--- src/rtl/set_assoc_writeback_cache_lru_core_assert.svh ---
// Assertion macros shared by the cache core RTL.
// Depends on nothing; included by the modules that carry assertions.
`ifndef SET_ASSOC_WRITEBACK_CACHE_LRU_CORE_ASSERT_SVH
`define SET_ASSOC_WRITEBACK_CACHE_LRU_CORE_ASSERT_SVH

// Same-cycle implication, gated off while reset is applied.
`define SAWC_ASSERT_IMPLIES(label, clk, rst_n, ante, cons) \
    label: assert property (@(posedge clk) disable iff (!rst_n) (ante) |-> (cons)) \
        else $error("sawc: same-cycle check failed");

// Next-cycle implication, gated off while reset is applied.
`define SAWC_ASSERT_NEXT(label, clk, rst_n, ante, cons) \
    label: assert property (@(posedge clk) disable iff (!rst_n) (ante) |=> (cons)) \
        else $error("sawc: next-cycle check failed");

`endif

--- src/rtl/sawc_pkg.sv ---
// Shared types, constants and helper functions of the cache core.
// Depends on nothing; imported by the front end, the back end and the top level.
package sawc_pkg;

    localparam int ADDR_W     = 32;
    localparam int STAMP_W    = 32;
    localparam int EV_TAG_W   = 28;
    localparam int COST_W     = 16;
    localparam int WAY_OUT_W  = 3;
    localparam int CFG_DATA_W = 32;
    localparam int CFG_ADDR_W = 4;

    localparam logic [3:0]        WAY_COUNT_RESET  = 4'd8;
    localparam logic [3:0]        INDEX_BITS_RESET = 4'd6;
    localparam logic [COST_W-1:0] CLEAN_COST_RESET = 16'd81;
    localparam logic [COST_W-1:0] DIRTY_COST_RESET = 16'd161;
    localparam logic [COST_W-1:0] HIT_COST         = 16'd1;

    typedef enum logic [1:0] {
        REG_WAY_COUNT  = 2'd0,
        REG_INDEX_BITS = 2'd1,
        REG_CLEAN_COST = 2'd2,
        REG_DIRTY_COST = 2'd3
    } reg_idx_t;

    typedef struct packed {
        logic [3:0]        way_count;
        logic [3:0]        index_bits;
        logic [COST_W-1:0] clean_miss_cost;
        logic [COST_W-1:0] dirty_miss_cost;
    } cfg_t;

    typedef struct packed {
        logic                 hit;
        logic [WAY_OUT_W-1:0] way;
        logic                 evicted_valid;
        logic                 evicted_dirty;
        logic [EV_TAG_W-1:0]  evicted_tag;
        logic [COST_W-1:0]    cost_cycles;
        logic [STAMP_W-1:0]   access_number;
    } res_t;

    typedef enum logic [2:0] {
        ST_CLEAR  = 3'd0,
        ST_IDLE   = 3'd1,
        ST_LOOKUP = 3'd2,
        ST_SCAN   = 3'd3,
        ST_WRITE  = 3'd4
    } back_state_t;

    // Largest b with 2**b <= n, for n >= 1.
    function automatic int floor_log2(input int n);
        int b;
        b = 0;
        for (int i = 0; i < 30; i++)
        begin
            if ((2 << i) <= n)
            begin
                b = i + 1;
            end
        end
        return b;
    endfunction

endpackage

--- src/rtl/sawc_front.sv ---
// Front end: configuration registers, request intake and address split.
// Depends on sawc_pkg.
module sawc_front
    import sawc_pkg::*;
#(
    parameter int MAX_SETS   = 1024,
    parameter int LINE_BYTES = 16,
    localparam int OFF_BITS  = floor_log2(LINE_BYTES),
    localparam int TAG_W     = ADDR_W - OFF_BITS,
    localparam int MAX_IB    = floor_log2(MAX_SETS),
    localparam int SET_W     = (MAX_IB > 0) ? MAX_IB : 1
) (
    input  logic                  clk,
    input  logic                  rst_n,
    input  logic                  psel,
    input  logic                  penable,
    input  logic                  pwrite,
    input  logic [CFG_ADDR_W-1:0] paddr,
    input  logic [CFG_DATA_W-1:0] pwdata,
    output logic [CFG_DATA_W-1:0] prdata,
    output logic                  pready,
    input  logic                  push,
    input  logic                  op,
    input  logic [ADDR_W-1:0]     address,
    output logic                  full,
    input  logic                  clearing,
    input  logic                  cmd_full,
    output logic                  cmd_push,
    output logic                  cmd_op,
    output logic [SET_W-1:0]      cmd_set,
    output logic [TAG_W-1:0]      cmd_tag,
    output cfg_t                  cfg
);

    cfg_t             cfg_reg, cfg_next;
    reg_idx_t         reg_idx;
    logic [3:0]       ib_eff;
    logic [SET_W-1:0] set_mask;
    logic [TAG_W-1:0] line_addr;

    assign pready  = 1'b1;
    assign reg_idx = reg_idx_t'(paddr[3:2]);
    assign cfg     = cfg_reg;

    always_comb
    begin
        cfg_next = cfg_reg;
        if (psel && penable && pwrite)
        begin
            unique case (reg_idx)
                REG_WAY_COUNT:  cfg_next.way_count       = pwdata[3:0];
                REG_INDEX_BITS: cfg_next.index_bits      = pwdata[3:0];
                REG_CLEAN_COST: cfg_next.clean_miss_cost = pwdata[COST_W-1:0];
                REG_DIRTY_COST: cfg_next.dirty_miss_cost = pwdata[COST_W-1:0];
            endcase
        end
    end

    always_comb
    begin
        unique case (reg_idx)
            REG_WAY_COUNT:  prdata = CFG_DATA_W'(cfg_reg.way_count);
            REG_INDEX_BITS: prdata = CFG_DATA_W'(cfg_reg.index_bits);
            REG_CLEAN_COST: prdata = CFG_DATA_W'(cfg_reg.clean_miss_cost);
            REG_DIRTY_COST: prdata = CFG_DATA_W'(cfg_reg.dirty_miss_cost);
        endcase
    end

    always_ff @(posedge clk or negedge rst_n)
    begin
        if (!rst_n)
        begin
            cfg_reg.way_count       <= WAY_COUNT_RESET;
            cfg_reg.index_bits      <= INDEX_BITS_RESET;
            cfg_reg.clean_miss_cost <= CLEAN_COST_RESET;
            cfg_reg.dirty_miss_cost <= DIRTY_COST_RESET;
        end
        else
        begin
            cfg_reg <= cfg_next;
        end
    end

    // Saturate the index width to what the set store holds.
    assign ib_eff    = (cfg_reg.index_bits > 4'(MAX_IB)) ? 4'(MAX_IB) : cfg_reg.index_bits;
    assign set_mask  = ~({SET_W{1'b1}} << ib_eff);
    assign line_addr = address[ADDR_W-1:OFF_BITS];

    // Hold off requests while the line-state store is being cleared.
    assign full     = cmd_full || clearing;
    assign cmd_push = push && !full;
    assign cmd_op   = op;
    assign cmd_set  = line_addr[SET_W-1:0] & set_mask;
    assign cmd_tag  = line_addr >> ib_eff;

endmodule

--- config.mk ---
export PLATFORM = sky130hd
export DESIGN_NAME = sawc_front
export DESIGN_NICKNAME = d
export VERILOG_FILES = /design/src/rtl/set_assoc_writeback_cache_lru_core_assert.svh /design/src/rtl/sawc_pkg.sv /design/src/rtl/sawc_front.sv
export SDC_FILE = /design/constraint.sdc
export NUM_CORES = 1
export LEC_CHECK = 0
export ABC_AREA = 1
export BUFFER_PORTS_ARGS = -buffer_cell sky130_fd_sc_hd__buf_4
export CAP_MARGIN = 20
export CORE_MARGIN = 5
export CORE_UTILIZATION = 48
export CTS_CLUSTER_SIZE = 28
export DETAILED_ROUTE_END_ITERATION = 12
export GPL_ROUTABILITY_DRIVEN = 0
export PLACE_DENSITY = 0.87
export SETUP_SLACK_MARGIN = 0.15
export SYNTH_ARGS = -nofsm -noshare
export SYNTH_HDL_FRONTEND = slang
export SYNTH_SLANG_ARGS = --single-unit
--- constraint.sdc ---
create_clock -name clk -period 4.3 [get_ports clk]
set_input_delay 0.215 -clock clk [delete_from_list [all_inputs] [get_ports clk]]
set_output_delay 0.215 -clock clk [all_outputs]
set_load 0.01 [all_outputs]
# Word-level counts from Yosys, hierarchy flattened

Cells that the tools add are included.
Widths: inputs -> output; s select.

Register bits: 40
Bits of input ports: 77
Output and inout port bits: 114
Word-level logic and storage cells: 24

Magnitude comparators: 1
Eq/ne operators: 3
Shift-type cells: 2
Mux-type cells: 2
Bitwise operators: 2
Reductions and logical operators: 10

Operators with widths:

| cell                  | number |
|---|---|
| $pmux 32 s4           | 1 |
| $shr 28x4->28         | 1 |
| $and 10x10->10        | 1 |
| $not 10->10           | 1 |
| $shl 10x4->10 const A | 1 |
| $reduce_and 2->1      | 4 |
| $eq 2x2->1 const B    | 2 |
| $gt 4x4->1 const B    | 1 |
| $mux 4                | 1 |
| $logic_and 1x1->1     | 3 |
| $eq 2x1->1 const B    | 1 |
| $logic_not 2->1       | 1 |
| $logic_not 1->1       | 1 |
| $logic_or 1x1->1      | 1 |

# Logic depth before layout (Yosys ltp)

Depth in word-level cells: 5
Mapped depth: 12
Depth with buffers taken out: 10

# Worst setup path after synthesis

Ideal clock, no wire load.

Kind: reg-to-output
Start point: register cfg_reg, in the netlist cfg[33]
End point: output cmd_tag[18]
Arrival time: 1.541 ns
Data required time: 4.085 ns
Slack: 2.544 ns
Stages on the path, launching flop included: 12
Buffers on the path: 3
Cells stage by stage: dfstp_2 -> buf_4 -> nand2_4 -> nand2_2 -> nand2_4 -> buf_6 -> buf_8 -> nand3_2 -> nand3_1 -> nand3_1 -> nand2_1 -> nor2_1

Cells in the longest elaborated chain, start to end: 3

Ends and longest elaborated chain:

| what                   | RTL line         | RTL |
|---|---|---|
| start, declared        | sawc_front.sv:35 | `cfg_t cfg_reg, cfg_next;` |
| start signal, assigned | sawc_front.sv:80 | `cfg_reg <= cfg_next;` |
| $gt 4x4->1             | sawc_front.sv:85 | `assign ib_eff = (cfg_reg.index_bits > 4'(MAX_IB)) ? 4'(MAX_IB) : cfg_reg.index_bits;` |
| $mux 4 (*)             | sawc_front.sv:85 |  |
| $shr 28x4->28 (*)      | sawc_front.sv:94 | `assign cmd_tag = line_addr >> ib_eff;` |
| end, declared          | sawc_front.sv:31 | `output logic [TAG_W-1:0] cmd_tag,` |

Mark *: on every way between the ends. The rest lies on a longest branch, timed or not.

# Worst setup path in the final report

Start point: register cfg_reg, in the netlist cfg[33]
End point: output cmd_tag[23]

Same word-level chain as after synthesis.

==> run summary <==
* die outline width: 92.5 um
* Crit-path slowest cell: sky130_fd_sc_hd__dfstp_2
* post-synth cell types: 29
* leading cell type by number of instances after synthesis: sky130_fd_sc_hd__nand3_1
* Root Buffer: sky130_fd_sc_hd__clkbuf_8
* final count of hold timing violations: 0
* Peak VDD IR: 0.000370 V
* start-to-end type of the worst setup path: flop to primary output
* cell family with the largest share of critical-path delay: simple AND/OR/NAND/NOR gates
* average footprint of a synthesized cell: 6.55 um2
* maximum number of buffers from clock root to sink: 2
* Post-Synthesis Cells: 499
* antenna-violating nets left: 0
* Slew Viols, Final: 0
* total DRC errors in the routed layout: 0
* die footprint: 8560 um2
* placed wire-length estimate after detailed placement: 8.31 mm
* sequential cell area fraction in the yosys report: 30.9%
* critical path endpoint category: primary output
* hold_buf cts: 1
* Floorplan Core Area: 6720 um2
* PortBufs: 149
* clock tree from TritonCTS: done
* row count: 30
* number of iterations in the first detailed-routing pass: 6
* Skew-Pair Late Insertion Delay: 0.29 ns
* crit start category: flop
* average wire per standard cell: 15.8 um
* CP cell instances: nand2_4 > nand2_2 > nand2_4 > nand2_4 > inv_2 > nand3_1 > nand2_1 > nand2_1 > nand2_1 > inv_1 > buf_4
* TritonCTS Sinks: 40
* count of flip-flops with a built-in enable after synthesis: 0
* max-cap check violation count: 0
* Tightest Hold Check Type: input pin to flop
* Diodes inserted: 0
* Worst-path clk slew: 0.08 ns
* total track usage: 25.1%
* relative slew slack: 40.7%
* Setup Total Neg Slack: 0 ns
* result of the run: complete, no violations
* total CTS buffers: 5
* worst path bufs/invs: 3
* final number of setup-violating endpoints: 0
* Worst Hold Margin: 0.151 ns
* maximum clock frequency: 353 MHz
* RSZ-0062 raised after global routing: false
* Setup Buffers After CTS: 0
* Post-Syn Area: 3270 um2
* ratio of total power to cell area: 476 nW/um2
* quantity of gates resized following cts: 0
* antenna violations before repair: 0
* shortest period the worst path allows: 2.83 ns
* final routed wirelength across all metal layers: 11.2 mm
* maximum level of the CTS H-tree: 2
* part of the cycle the worst path needs: 65.9%
* Yosys warning total: 0
* via count: 4,005
* Detailed Route Iter0 Violations: 344
* largest fanout on the critical path: 31
* largest net degree at the start of global routing: 41
* cell type with the highest aggregate area in the netlist: sky130_fd_sc_hd__dfrtp_1
* synth cell count leaders: sky130_fd_sc_hd__nand3_1, sky130_fd_sc_hd__nand2_1, sky130_fd_sc_hd__o21ai_0
* top cell type's share of synthesized area: 23.7%
* wire length of the first global-routing pass: 17.9 mm
* num ports: 191
* total grt overflow: 0
* NumNets Final: 703
* fraction of final layout cells sized beyond drive strength 1: 29.3%
* Post-synth top flop: sky130_fd_sc_hd__dfrtp_1
* number of flip-flops in the largest register: 40
* peak per-stage delay on the critical path: 0.66 ns
* largest clock skew in the final design: 0 ns
* standby leakage power: 2.39 nW
* effective utilization at floorplan: 48.7%
* y dimension of the die: 92.5 um
* drt via density: 5.66
* data arrival time at the worst-slack endpoint: 2.62 ns
* top cells by area in the synthesized netlist: sky130_fd_sc_hd__dfrtp_1, sky130_fd_sc_hd__nand3_1, sky130_fd_sc_hd__nand2_1
* FF+latch count, synth: 40
* required time of the critical path: 4.09 ns
* fraction of synthesis flops using an asynchronous set or reset pin: 100%
* Worst Max-Slew Pin Slew: 0.887 ns
* number of global-route vias before repair: 3,667
* Area growth syn-to-layout: 34.5%
==> cells in the final DEF (no fill, tap or decap), types with 6 or more instances in the layout <==
cell,n
sky130_fd_sc_hd__inv_1,40
sky130_fd_sc_hd__buf_4,153
sky130_fd_sc_hd__clkbuf_8,6
sky130_fd_sc_hd__nand2_1,119
sky130_fd_sc_hd__o21ai_0,43
sky130_fd_sc_hd__dfrtp_1,31
sky130_fd_sc_hd__a22o_1,12
sky130_fd_sc_hd__nor2_1,17
sky130_fd_sc_hd__nand3_2,6
sky130_fd_sc_hd__nand3_1,142
sky130_fd_sc_hd__conb_1,17
sky130_fd_sc_hd__dfstp_2,9
==> power breakdown <==
| group | internal, W | switching [W] | total (W) |
|---|---|---|---|
| Combinational | 0.000513 | 0.000702 | 0.00122 |
| Sequential | 0.000467 | 0.0000814 | 0.000548 |
| Clock | 0.000190 | 0.000139 | 0.000329 |
| Total | 0.00117 | 0.000923 | 0.00209 |
==> metrics by stage <==
stage	util, %	instances	instance area, um2	worst slack, ns	power (W)
CTS	65.5	707	4400	1.52	0.00208
floorplan	-	514	3330	2.54	0.00125
global route	65.5	707	4400	1.29	0.00223
finish	65.5	707	4400	1.47	0.00209
detailed placement	63.5	698	4270	1.84	0.00175
global placement	63.5	698	4270	1.88	0.00172
==> worst paths after layout <==
path / to / from / slack, ns / cells past startpoint
max: cmd_tag[23] / cfg[33] / 1.47 / 11
min: cfg[5] / pwdata[5] / 0.15 / 3
max reg2reg: cfg[32] / cfg[32] / 3.26 / 3
min reg2reg: cfg[5] / cfg[5] / 0.51 / 2
max in group asynchronous: cfg[39] / rst_n / 3.48 / 2
min in group asynchronous: cfg[27] / rst_n / 0.44 / 2
==> logic make-up (layout without fill, tap and decap cells) <==
family	after synthesis	count (layout)	synth area share (%)
buffers and inverters	91	204	14.2
other	2	17	0.230
flip-flops	40	40	30.9
AO/OA/AOI/OAI	63	63	11.1
AND/OR/NAND/NOR	303	303	43.5
==> final cells by class <==
type | count | area (um2)
clock inverters | 2 | 38.8
inverters | 42 | 158
fillers | 575 | 2320
repair buffers | 154 | 1160
clock buffers | 6 | 82.6
flip-flops and latches | 40 | 1010
well taps | 80 | 100
multi-input cells | 383 | 1850
==> routing by layer <==
layer,track usage [%],vias up,routed length [um]
li1,-,1891,-
met3,7.15,31,1320
met2,42.7,258,5430
met5,0,-,0
met4,7.05,0,261
met1,31.0,1825,4160
==> worst register-to-register path, delay by kind of cell (launching register included) <==
| kind | cells | cell delay [ns] |
|---|---|---|
| AO/OA/AOI/OAI | 1 | 0.08 |
| buffers and inverters | 1 | 0.39 |
| flip-flops | 1 | 0.39 |
| AND/OR/NAND/NOR | 1 | 0.10 |
Note: power is estimated with default switching activity, not from simulation.
