==> config.mk <==
export PLATFORM = sky130hd
export DESIGN_NAME = sawc_fifo
export DESIGN_NICKNAME = d
export VERILOG_FILES = /design/src/rtl/sawc_fifo.sv
export VERILOG_INCLUDE_DIRS = /design/src /design/src/rtl
export SDC_FILE = /design/constraint.sdc
export NUM_CORES = 1
export LEC_CHECK = 0
export BUFFER_PORTS_ARGS = -buffer_cell sky130_fd_sc_hd__buf_2
export CAP_MARGIN = 20
export CORE_ASPECT_RATIO = 0.8
export CORE_MARGIN = 3
export CORE_UTILIZATION = 27
export DETAILED_ROUTE_END_ITERATION = 10
export SLEW_MARGIN = 30
export SYNTH_ARGS = -nofsm -noshare
export SYNTH_HDL_FRONTEND = slang
export SYNTH_SLANG_ARGS = --single-unit
export TNS_END_PERCENT = 1
==> constraint.sdc <==
create_clock -name clk -period 2.8 [get_ports clk]
set_clock_uncertainty 0.2 [all_clocks]
set_input_delay 0.28 -clock clk [delete_from_list [all_inputs] [get_ports clk]]
set_output_delay 0.28 -clock clk [all_outputs]
set_load 0.01 [all_outputs]
==> src/rtl/set_assoc_writeback_cache_lru_core_assert.svh <==
// Assertion macros shared by the cache core RTL.
// Depends on nothing; included by the modules that carry assertions.
`ifndef SET_ASSOC_WRITEBACK_CACHE_LRU_CORE_ASSERT_SVH
`define SET_ASSOC_WRITEBACK_CACHE_LRU_CORE_ASSERT_SVH

// Same-cycle implication, gated off while reset is applied.
`define SAWC_ASSERT_IMPLIES(label, clk, rst_n, ante, cons) \
    label: assert property (@(posedge clk) disable iff (!rst_n) (ante) |-> (cons)) \
        else $error("sawc: same-cycle check failed");

// Next-cycle implication, gated off while reset is applied.
`define SAWC_ASSERT_NEXT(label, clk, rst_n, ante, cons) \
    label: assert property (@(posedge clk) disable iff (!rst_n) (ante) |=> (cons)) \
        else $error("sawc: next-cycle check failed");

`endif

==> src/rtl/sawc_fifo.sv <==
// Small register-based FIFO used for the request queue and the result queue.
// Depends on the assertion macro header only.
`include "set_assoc_writeback_cache_lru_core_assert.svh"

module sawc_fifo #(
    parameter int WIDTH = 8,
    parameter int DEPTH = 2
) (
    input  logic             clk,
    input  logic             rst_n,
    input  logic             push,
    input  logic [WIDTH-1:0] wdata,
    output logic             full,
    input  logic             pop,
    output logic [WIDTH-1:0] rdata,
    output logic             empty
);

    localparam int PTR_W = (DEPTH > 1) ? $clog2(DEPTH) : 1;
    localparam int CNT_W = $clog2(DEPTH + 1);

    logic [WIDTH-1:0] slot_reg [DEPTH];
    logic [PTR_W-1:0] wr_ptr_reg, wr_ptr_next;
    logic [PTR_W-1:0] rd_ptr_reg, rd_ptr_next;
    logic [CNT_W-1:0] cnt_reg, cnt_next;
    logic             do_push, do_pop;

    assign full    = (cnt_reg == CNT_W'(DEPTH));
    assign empty   = (cnt_reg == '0);
    assign do_push = push && !full;
    assign do_pop  = pop && !empty;
    assign rdata   = slot_reg[rd_ptr_reg];

    always_comb
    begin
        wr_ptr_next = wr_ptr_reg;
        rd_ptr_next = rd_ptr_reg;
        if (do_push)
        begin
            wr_ptr_next = (wr_ptr_reg == PTR_W'(DEPTH - 1)) ? '0 : wr_ptr_reg + 1'b1;
        end
        if (do_pop)
        begin
            rd_ptr_next = (rd_ptr_reg == PTR_W'(DEPTH - 1)) ? '0 : rd_ptr_reg + 1'b1;
        end
        unique case ({do_push, do_pop})
            2'b10:   cnt_next = cnt_reg + 1'b1;
            2'b01:   cnt_next = cnt_reg - 1'b1;
            default: cnt_next = cnt_reg;
        endcase
    end

    always_ff @(posedge clk or negedge rst_n)
    begin
        if (!rst_n)
        begin
            wr_ptr_reg <= '0;
            rd_ptr_reg <= '0;
            cnt_reg    <= '0;
        end
        else
        begin
            wr_ptr_reg <= wr_ptr_next;
            rd_ptr_reg <= rd_ptr_next;
            cnt_reg    <= cnt_next;
        end
    end

    always_ff @(posedge clk)
    begin
        if (do_push)
        begin
            slot_reg[wr_ptr_reg] <= wdata;
        end
    end

    `SAWC_ASSERT_IMPLIES(a_fifo_count_bound, clk, rst_n, 1'b1, cnt_reg <= CNT_W'(DEPTH))
    `SAWC_ASSERT_NEXT(a_fifo_push_fills, clk, rst_n, do_push, !empty)
    `SAWC_ASSERT_NEXT(a_fifo_pop_frees, clk, rst_n, do_pop && !do_push, !full)

endmodule

# Word-level counts from Yosys, hierarchy flattened

Memory sizes are Yosys's and may differ from the RTL's.
Index checks and enable logic that the tools add are counted.

Multipliers: 0
Magnitude comparators: 0
Bitwise logic cells: 0
Shifts and indexed selects: 0
Div/mod/pow operators: 0
Reductions and logical operators: 6
Mux-type cells: 5
Add/subtract/negate cells: 4
Equal/unequal tests: 3

Operators with widths:

| kind                                              | number |
|---|---|
| == test 2 bit (second input constant)             | 2 |
| 2-to-1 mux 1 bit                                  | 4 |
| case mux 2 bit (2 select lines)                   | 1 |
| adder 1 bit (second input constant)               | 2 |
| adder 2 x 1 -> 2 bit (second input constant)      | 1 |
| == test 2 x 1 -> 1 bit (second input constant)    | 1 |
| logical AND 1 bit                                 | 2 |
| zero test 1 bit                                   | 2 |
| zero test 2 bit                                   | 1 |
| nonzero test 2 bit                                | 1 |
| subtractor 2 x 1 -> 2 bit (second input constant) | 1 |

ROM bits: 0
Logic and storage cells: 22
RAM bits: 16
Register bits: 4
Memories kept: 1
Latch bits: 0

Memories:

| name     | words | width | read ports | clocked after Yosys merged registers in | wr ports | RTL line        | source |
|---|---|---|---|---|---|---|---|
| slot_reg | 2     | 8     | 1          | 0                                       | 1        | sawc_fifo.sv:22 | `logic [WIDTH-1:0] slot_reg [DEPTH];` |

# Depth between registers and ports, before layout

Gate-level depths: netlist of run 1.

Depth in word-level cells: 5
Depth in mapped cells: 6
Depth with buffers taken out: 6

# Worst setup path after synthesis of run 1

No wires, ideal clock.

Path kind: register to register
Start point: register cnt_reg[0]
End point: memory slot_reg[0][0] (enable)
Setup time: 0.370 ns
Data arrival time: 1.000 ns
Setup slack: 1.229 ns
Period minus slack after synthesis: 1.571 ns
Required time: 2.230 ns
Cell stages (with the launch flop): 4
Buffers on the path: 0
Cells stage by stage: dfrtp_1 > nand2b_1 > nand2_1 > nor2_1

Cells in the longest elaborated chain, start to end: 5

RTL lines:

| item                                   | RTL line        | source |
|---|---|---|
| start: declaration                     | sawc_fifo.sv:25 | `logic [CNT_W-1:0] cnt_reg, cnt_next;` |
| start signal: assignment               | sawc_fifo.sv:65 | `cnt_reg <= cnt_next;` |
| == test 2 bit                          | sawc_fifo.sv:28 | `assign full = (cnt_reg == CNT_W'(DEPTH));` |
| zero test 1 bit                        | sawc_fifo.sv:30 | `assign do_push = push && !full;` |
| logical AND 1 bit                      | sawc_fifo.sv:30 |  |
| 2-to-1 mux 1 bit                       | sawc_fifo.sv:71 | `if (do_push)` |
| 2-to-1 mux 1 bit (implied by the code) | sawc_fifo.sv:73 | `slot_reg[wr_ptr_reg] <= wdata;` |
| end: declaration                       | sawc_fifo.sv:22 |  |

Every way passes these cells.

# Worst setup path in the final report of run 1

Start point: register rd_ptr_reg
End point: output port rdata[7]

Cells in the longest elaborated chain, start to end: 1

RTL lines:

| item                     | RTL line        | source |
|---|---|---|
| start: declaration       | sawc_fifo.sv:24 | `logic [PTR_W-1:0] rd_ptr_reg, rd_ptr_next;` |
| start signal: assignment | sawc_fifo.sv:64 | `rd_ptr_reg <= rd_ptr_next;` |
| memory (2 x 8 bit)       | n/a             |  |
| end: declaration         | sawc_fifo.sv:15 | `output logic [WIDTH-1:0] rdata,` |

Every way passes these cells.

==> flow_summary.toml, run 1 <==
[status]
status = "finished, final reports clean"

[worst_setup_path]
cp_cell_sequence = "mux2_2, buf_2"
cp-start-kind = "flop"
startpoint = "rd_ptr_reg"
cp_num_buf_inv = 1
cp.arrival_ps = 1430
cp_slowest_cell = "dfrtp_1"
cp.required_ps = 2320
worst_setup_path_end_kind = "output port"
r2r_start = "cnt_reg[0]"
crit_family = "flip-flops"
cpPeakStageDelay_ps = 610
crit_fanout = 9
crit_type = "reg -> out"
r2r_setup_slack_ps = 1010

[placement]
place_inst = 99
dp_hpwl_um = 945.8
port_buffers = 21
place_congestion = 0.6814

[power_and_ir_drop]
power.density_nw_per_um2 = 898.0
peakVddDrop_uv = 294.6
p_leak_nw = 0.4156

[worst_hold_path]
hp-class = "in -> async"

[finish]
antenna_cells = 0
fin_cells = 112
largest_reg_flops = 16
nets = 90
syn2layout_area_growth_pct = 33.87
drive_gt1_share_pct = 43.42

[floorplanning]
start_util_pct = 29.89
fp.dieW_um = 65.79
rows = 16
io_pins = 22
core_area_sq_um = 2582
die_height_um = 53.83
die_area_sq_um = 3541

[global_route]
antenna_found_initial = 0
grtUsageTotal_pct = 8.098
grt_max_degree = 12
grt_pass1_wl_um = 2070
grt_pass1_vias = 452
grt_overflow = 0

[clock_network]
cts_buffers = 3
htreeDepth = 1
cts_tree = "yes"
clkSlewWorstSetupHoldPaths_ps = 110
cts-root-buf = "clkbuf_4"
clock_sinks = 20
worst_skew_pair.late_latency_ps = 290
cts.path.max_buffers = 2

[yosys]
yosysTopAreaCell = "edfxtp_1"
synth_top_area_share_pct = 62.24
avgSynthCellArea_sq_um = 17.95
ys_ff_latch = 20
synth_fp_nets = 56
ys_seq_area_share_pct = 75.20
synth_warnings = 0
synth_area_leaders = "edfxtp_1, dfrtp_1, mux2_2"
synth_cells = 43
synthesis.area_sq_um = 772.0
yosysUniqueCellTypes = 13

[drt]
drcViolationCount = 0
via_per_inst = 4.018
drt-total-wl_um = 1306
dr_total_vias = 450
drt_iter0_drc = 11
first_pass_iters = 4
post_drt_wl_per_cell_um = 11.66
ant_nets = 0

[timing]
relSlewSlack_pct = 55.40
rsz0062_at_grt = "false"
finalCritPeriodShare_pct = 68.20
setup_tns_ps = 0
hold_ws_ps = 102.9
hold_viol = 0
clock.fmax_mhz = 523.7
worst_pin_slew_ps = 666.6
setup_viol = 0
finalCriticalPeriod_ps = 1909
report.final.slew_viol_count = 0

[flow_run]
cap_violations = 0
==> report_power, final <==
part           internal [mW]  total [mW]  switching [mW]
registers              0.416       0.475          0.0593
clock network         0.0518       0.133          0.0816
logic                  0.166       0.319           0.154
==> synth_stat cells <==
library cell   n
and3_1         1
buf_2          1
dfrtp_1        4
edfxtp_1      16
ha_1           1
inv_1          1
mux2_2         8
nand2_1        1
nand2b_1       1
nor2_1         3
nor2b_2        1
xnor2_1        3
xor2_1         2
==> metal layers <==
layer	vias up	routed length (um)	global-route usage [%]
met5	-	0	0
met4	0	0	2.069
met3	0	61	3.758
met2	16	649	12.98
met1	215	595	9.948
li1	219	-	-
==> cell usage in the layout, fill, tap and decap left out, types with 2 or more instances in the layout <==
cell type / Yosys / routed
buf_2: 1 / 21
edfxtp_1: 16 / 16
dlygate4sd3_1: 0 / 9
mux2_2: 8 / 8
dfrtp_1: 4 / 4
nor2_1: 3 / 3
xnor2_1: 3 / 3
clkbuf_4: 0 / 3
xor2_1: 2 / 2
==> layout make-up <==
cell class	count	area (sq um)
fillers	250	1549
repair buffers	30	195.2
well taps	36	45.04
clock buffers	3	22.52
clock inverters	1	3.754
inverters	1	3.754
multi-input cells	21	182.7
flip-flops and latches	20	580.6
==> kinds of logic (layout without fill, tap and decap cells) <==
family	after synthesis	in the layout	share of synthesized area [%]
simple gates	7	7	4.701
buf+inv	2	35	1.133
xor+xnor	5	5	5.674
flops	20	20	75.20
mux	8	8	11.67
fa+ha+maj	1	1	1.620
==> worst paths after layout <==
path,end,cells after the start
max,rdata[7],2
max reg2reg,slot_reg[0][6],3
min,cnt_reg[0],2
min in group clk,wr_ptr_reg,3
min reg2reg,wr_ptr_reg,1
max in group asynchronous,cnt_reg[1],2
==> repair_timing <==
item | 4_1_cts | 5_1_grt
endpoints found under the hold margin | 20 | 0
setup buffers | 0 | 0
hold buffers | 9 | 0
setup endpoints to repair | 0 | 0
gates resized for setup | 0 | 0
==> metrics by stage <==
stage / cell area [sq um] / power [mW] / setup WS [ps] / utilization, %
final: 1033 / 0.9281 / 890.5 / 40.02
after floorplan: 772.0 / 0.6866 / 1229 / -
after CTS: 1033 / 0.9479 / 860.5 / 40.02
after global routing: 1033 / 0.9968 / 810.0 / 40.02
after detailed placement: 917.1 / 0.8009 / 979.1 / 35.51
after global placement: 917.1 / 0.7863 / 1116 / 35.51
(Power assumes the default switching activity.)
==> inputs of run 2 (changes only) <==
==> constraint.sdc (replaced) <==
create_clock -name clk -period 1.6 [get_ports clk]
set_clock_uncertainty 0.2 [all_clocks]
set_input_delay 0.16 -clock clk [delete_from_list [all_inputs] [get_ports clk]]
set_output_delay 0.16 -clock clk [all_outputs]
set_load 0.01 [all_outputs]
==> run 2 against run 1 <==
The run now ends with negative setup slack left. Die area did not move. Utilization increased by 5.4 points. Via count grew 8.0%. Sequential share of layout area is 6.3 points lower. Combinational power grew to 2.8 times the previous value. Register-to-register slack got worse by 950 ps. Global-route usage is 1.3 points higher. Largest cell class unchanged. Largest power group is now combinational cells.
==> flow_summary.toml, run 2 (synthesized netlist as in run 1, its figures left out) <==
[finish]
largest_reg_flops = 16
final_cell_mix = "edfxtp_1, buf_2, dlygate4sd3_1, buf_6, mux2_2"
fin_cells = 120
nets = 98
post-route-cell-area_sq_um = 1172
antenna_cells = 0
multiInputGateArea_sq_um = 195.2
final_common_cell = "edfxtp_1"
register_area_sq_um = 584.3
num-fill-cells = 239
drive_gt1_share_pct = 53.57
syn2layout_area_growth_pct = 51.86

[worst_setup_path]
cp-start-kind = "flop"
startpoint = "rd_ptr_reg"
r2r_end = "cnt_reg[1]"
r2r_setup_slack_ps = 60
cp_slowest_cell = "dfrtp_2"
crit_top_cell = "buf_6"
crit_fanout = 5
ff2ff_path_depth = 6
worst_setup_path_end_kind = "output port"
crit_type = "reg -> out"
cpPeakStageDelay_ps = 390
r2r_start = "cnt_reg[1]"
cp.required_ps = 1240
cp_cell_sequence = "buf_6, mux2_2, buf_6"
cp.arrival_ps = 1260

[power_and_ir_drop]
peakVddDrop_uv = 468.8
finalPower_mw = 1.932
p_leak_nw = 0.4753
power.density_nw_per_um2 = 1648

[timing]
report.final.slew_viol_count = 0
finalCriticalPeriod_ps = 1620
hold_viol = 0
finalCritPeriodShare_pct = 101.3
worst_pin_slew_ps = 392.6
rsz0062_at_grt = "true"
fin_ws_ps = -20.12
clock.fmax_mhz = 617.2
relSlewSlack_pct = 73.82
setup_viol = 8

[clock_network]
cts_tree = "yes"
cts_buffers = 3
cts.path.max_buffers = 2
clock_sinks = 20
cts-root-buf = "clkbuf_4"
clkSlewWorstSetupHoldPaths_ps = 100
htreeDepth = 1
worst_skew_pair.late_latency_ps = 290

[worst_hold_path]
hold_start = "pop"
whs_path_depth = 3
hp-class = "in -> reg"
min_to = "rd_ptr_reg"

[floorplanning]
die_area_sq_um = 3541
fp.dieW_um = 65.79
start_util_pct = 29.89
core_area_sq_um = 2582
io_pins = 22
rows = 16
die_height_um = 53.83

[global_route]
grt_pass1_wl_um = 2456
grtUsageTotal_pct = 9.422
grt_max_degree = 12
antenna_found_initial = 0
grt_overflow = 0
grt_pass1_vias = 528

[placement]
place_inst = 100
port_buffers = 21
dp_hpwl_um = 973.1
place_congestion = 0.6049
placed_area_sq_um = 924.6

[drt]
via_per_inst = 4.050
drt-total-wl_um = 1493
drcViolationCount = 0
ant_nets = 0
first_pass_iters = 4
post_drt_wl_per_cell_um = 12.44
drt_iter0_drc = 25
dr_total_vias = 486

[status]
violations = "negative setup slack"
status = "finished with violations"

[flow_run]
cap_violations = 0
run 2: timing repair:
action	in CTS	in global routing
endpoints found under the hold margin	21	0
endpoints found under the setup margin	9	17
hold buffers	11	0
pin swaps	1	0
setup buffers	3	2
gates resized for setup	13	4
run 2: final cells by class:
| cell class | count | share of cell area (%) |
|---|---|---|
| Inverter | 1 | 0.3202 |
| Clock inverter | 1 | 0.3202 |
| Sequential cell | 20 | 49.84 |
| Tap cell | 36 | 3.842 |
| Multi-Input combinational cell | 21 | 16.65 |
| Timing Repair Buffer | 38 | 27.11 |
| Clock buffer | 3 | 1.921 |
run 2: power by group:
group | switching, mW | leakage [nW] | internal (mW)
Sequential | 0.0785 | 0.192 | 0.736
Clock | 0.140 | 0.0154 | 0.0906
Combinational | 0.367 | 0.268 | 0.520
Total | 0.586 | 0.475 | 1.35
run 2: per-stage QoR:
stage	utilization (%)	setup TNS [ps]	hold WS, ps	worst slack, ps
2_1_floorplan	-	0	-335.6	29.31
3_3_place_gp	35.80	0	-228.0	90.87
3_5_place_dp	35.80	0	-226.8	5.172
4_1_cts	44.53	-233.8	10.90	-38.01
5_1_grt	45.40	-512.1	33.75	-63.57
6_report	45.40	-112.7	18.15	-20.12
run 2: critical path: cells and delay by family, from the launching register on:
kind,cells,cell delay (ps)
flops,1,390
buf+inv,2,240
mux,1,340
run 2: worst max path at each step:
stage | end | slack (ps) | depth (start not counted)
final | rdata[4] | -20 | 3
after global routing | rdata[0] | -60 | 3
after CTS | rdata[4] | -40 | 3
after detailed placement | cnt_reg[1] | 5 | 5
after global placement | cnt_reg[1] | 90 | 5
after floorplan | slot_reg[0][0] | 30 | 3
run 2: per-layer routing:
layer  global-route usage [%]  part of all wire, %  vias up
met5                        0                    0        -
met4                    3.103                    0        0
met3                    2.088                  4.1        0
met2                    16.64                   54       12
met1                    11.53                   41      238
li1                         -                    -      236
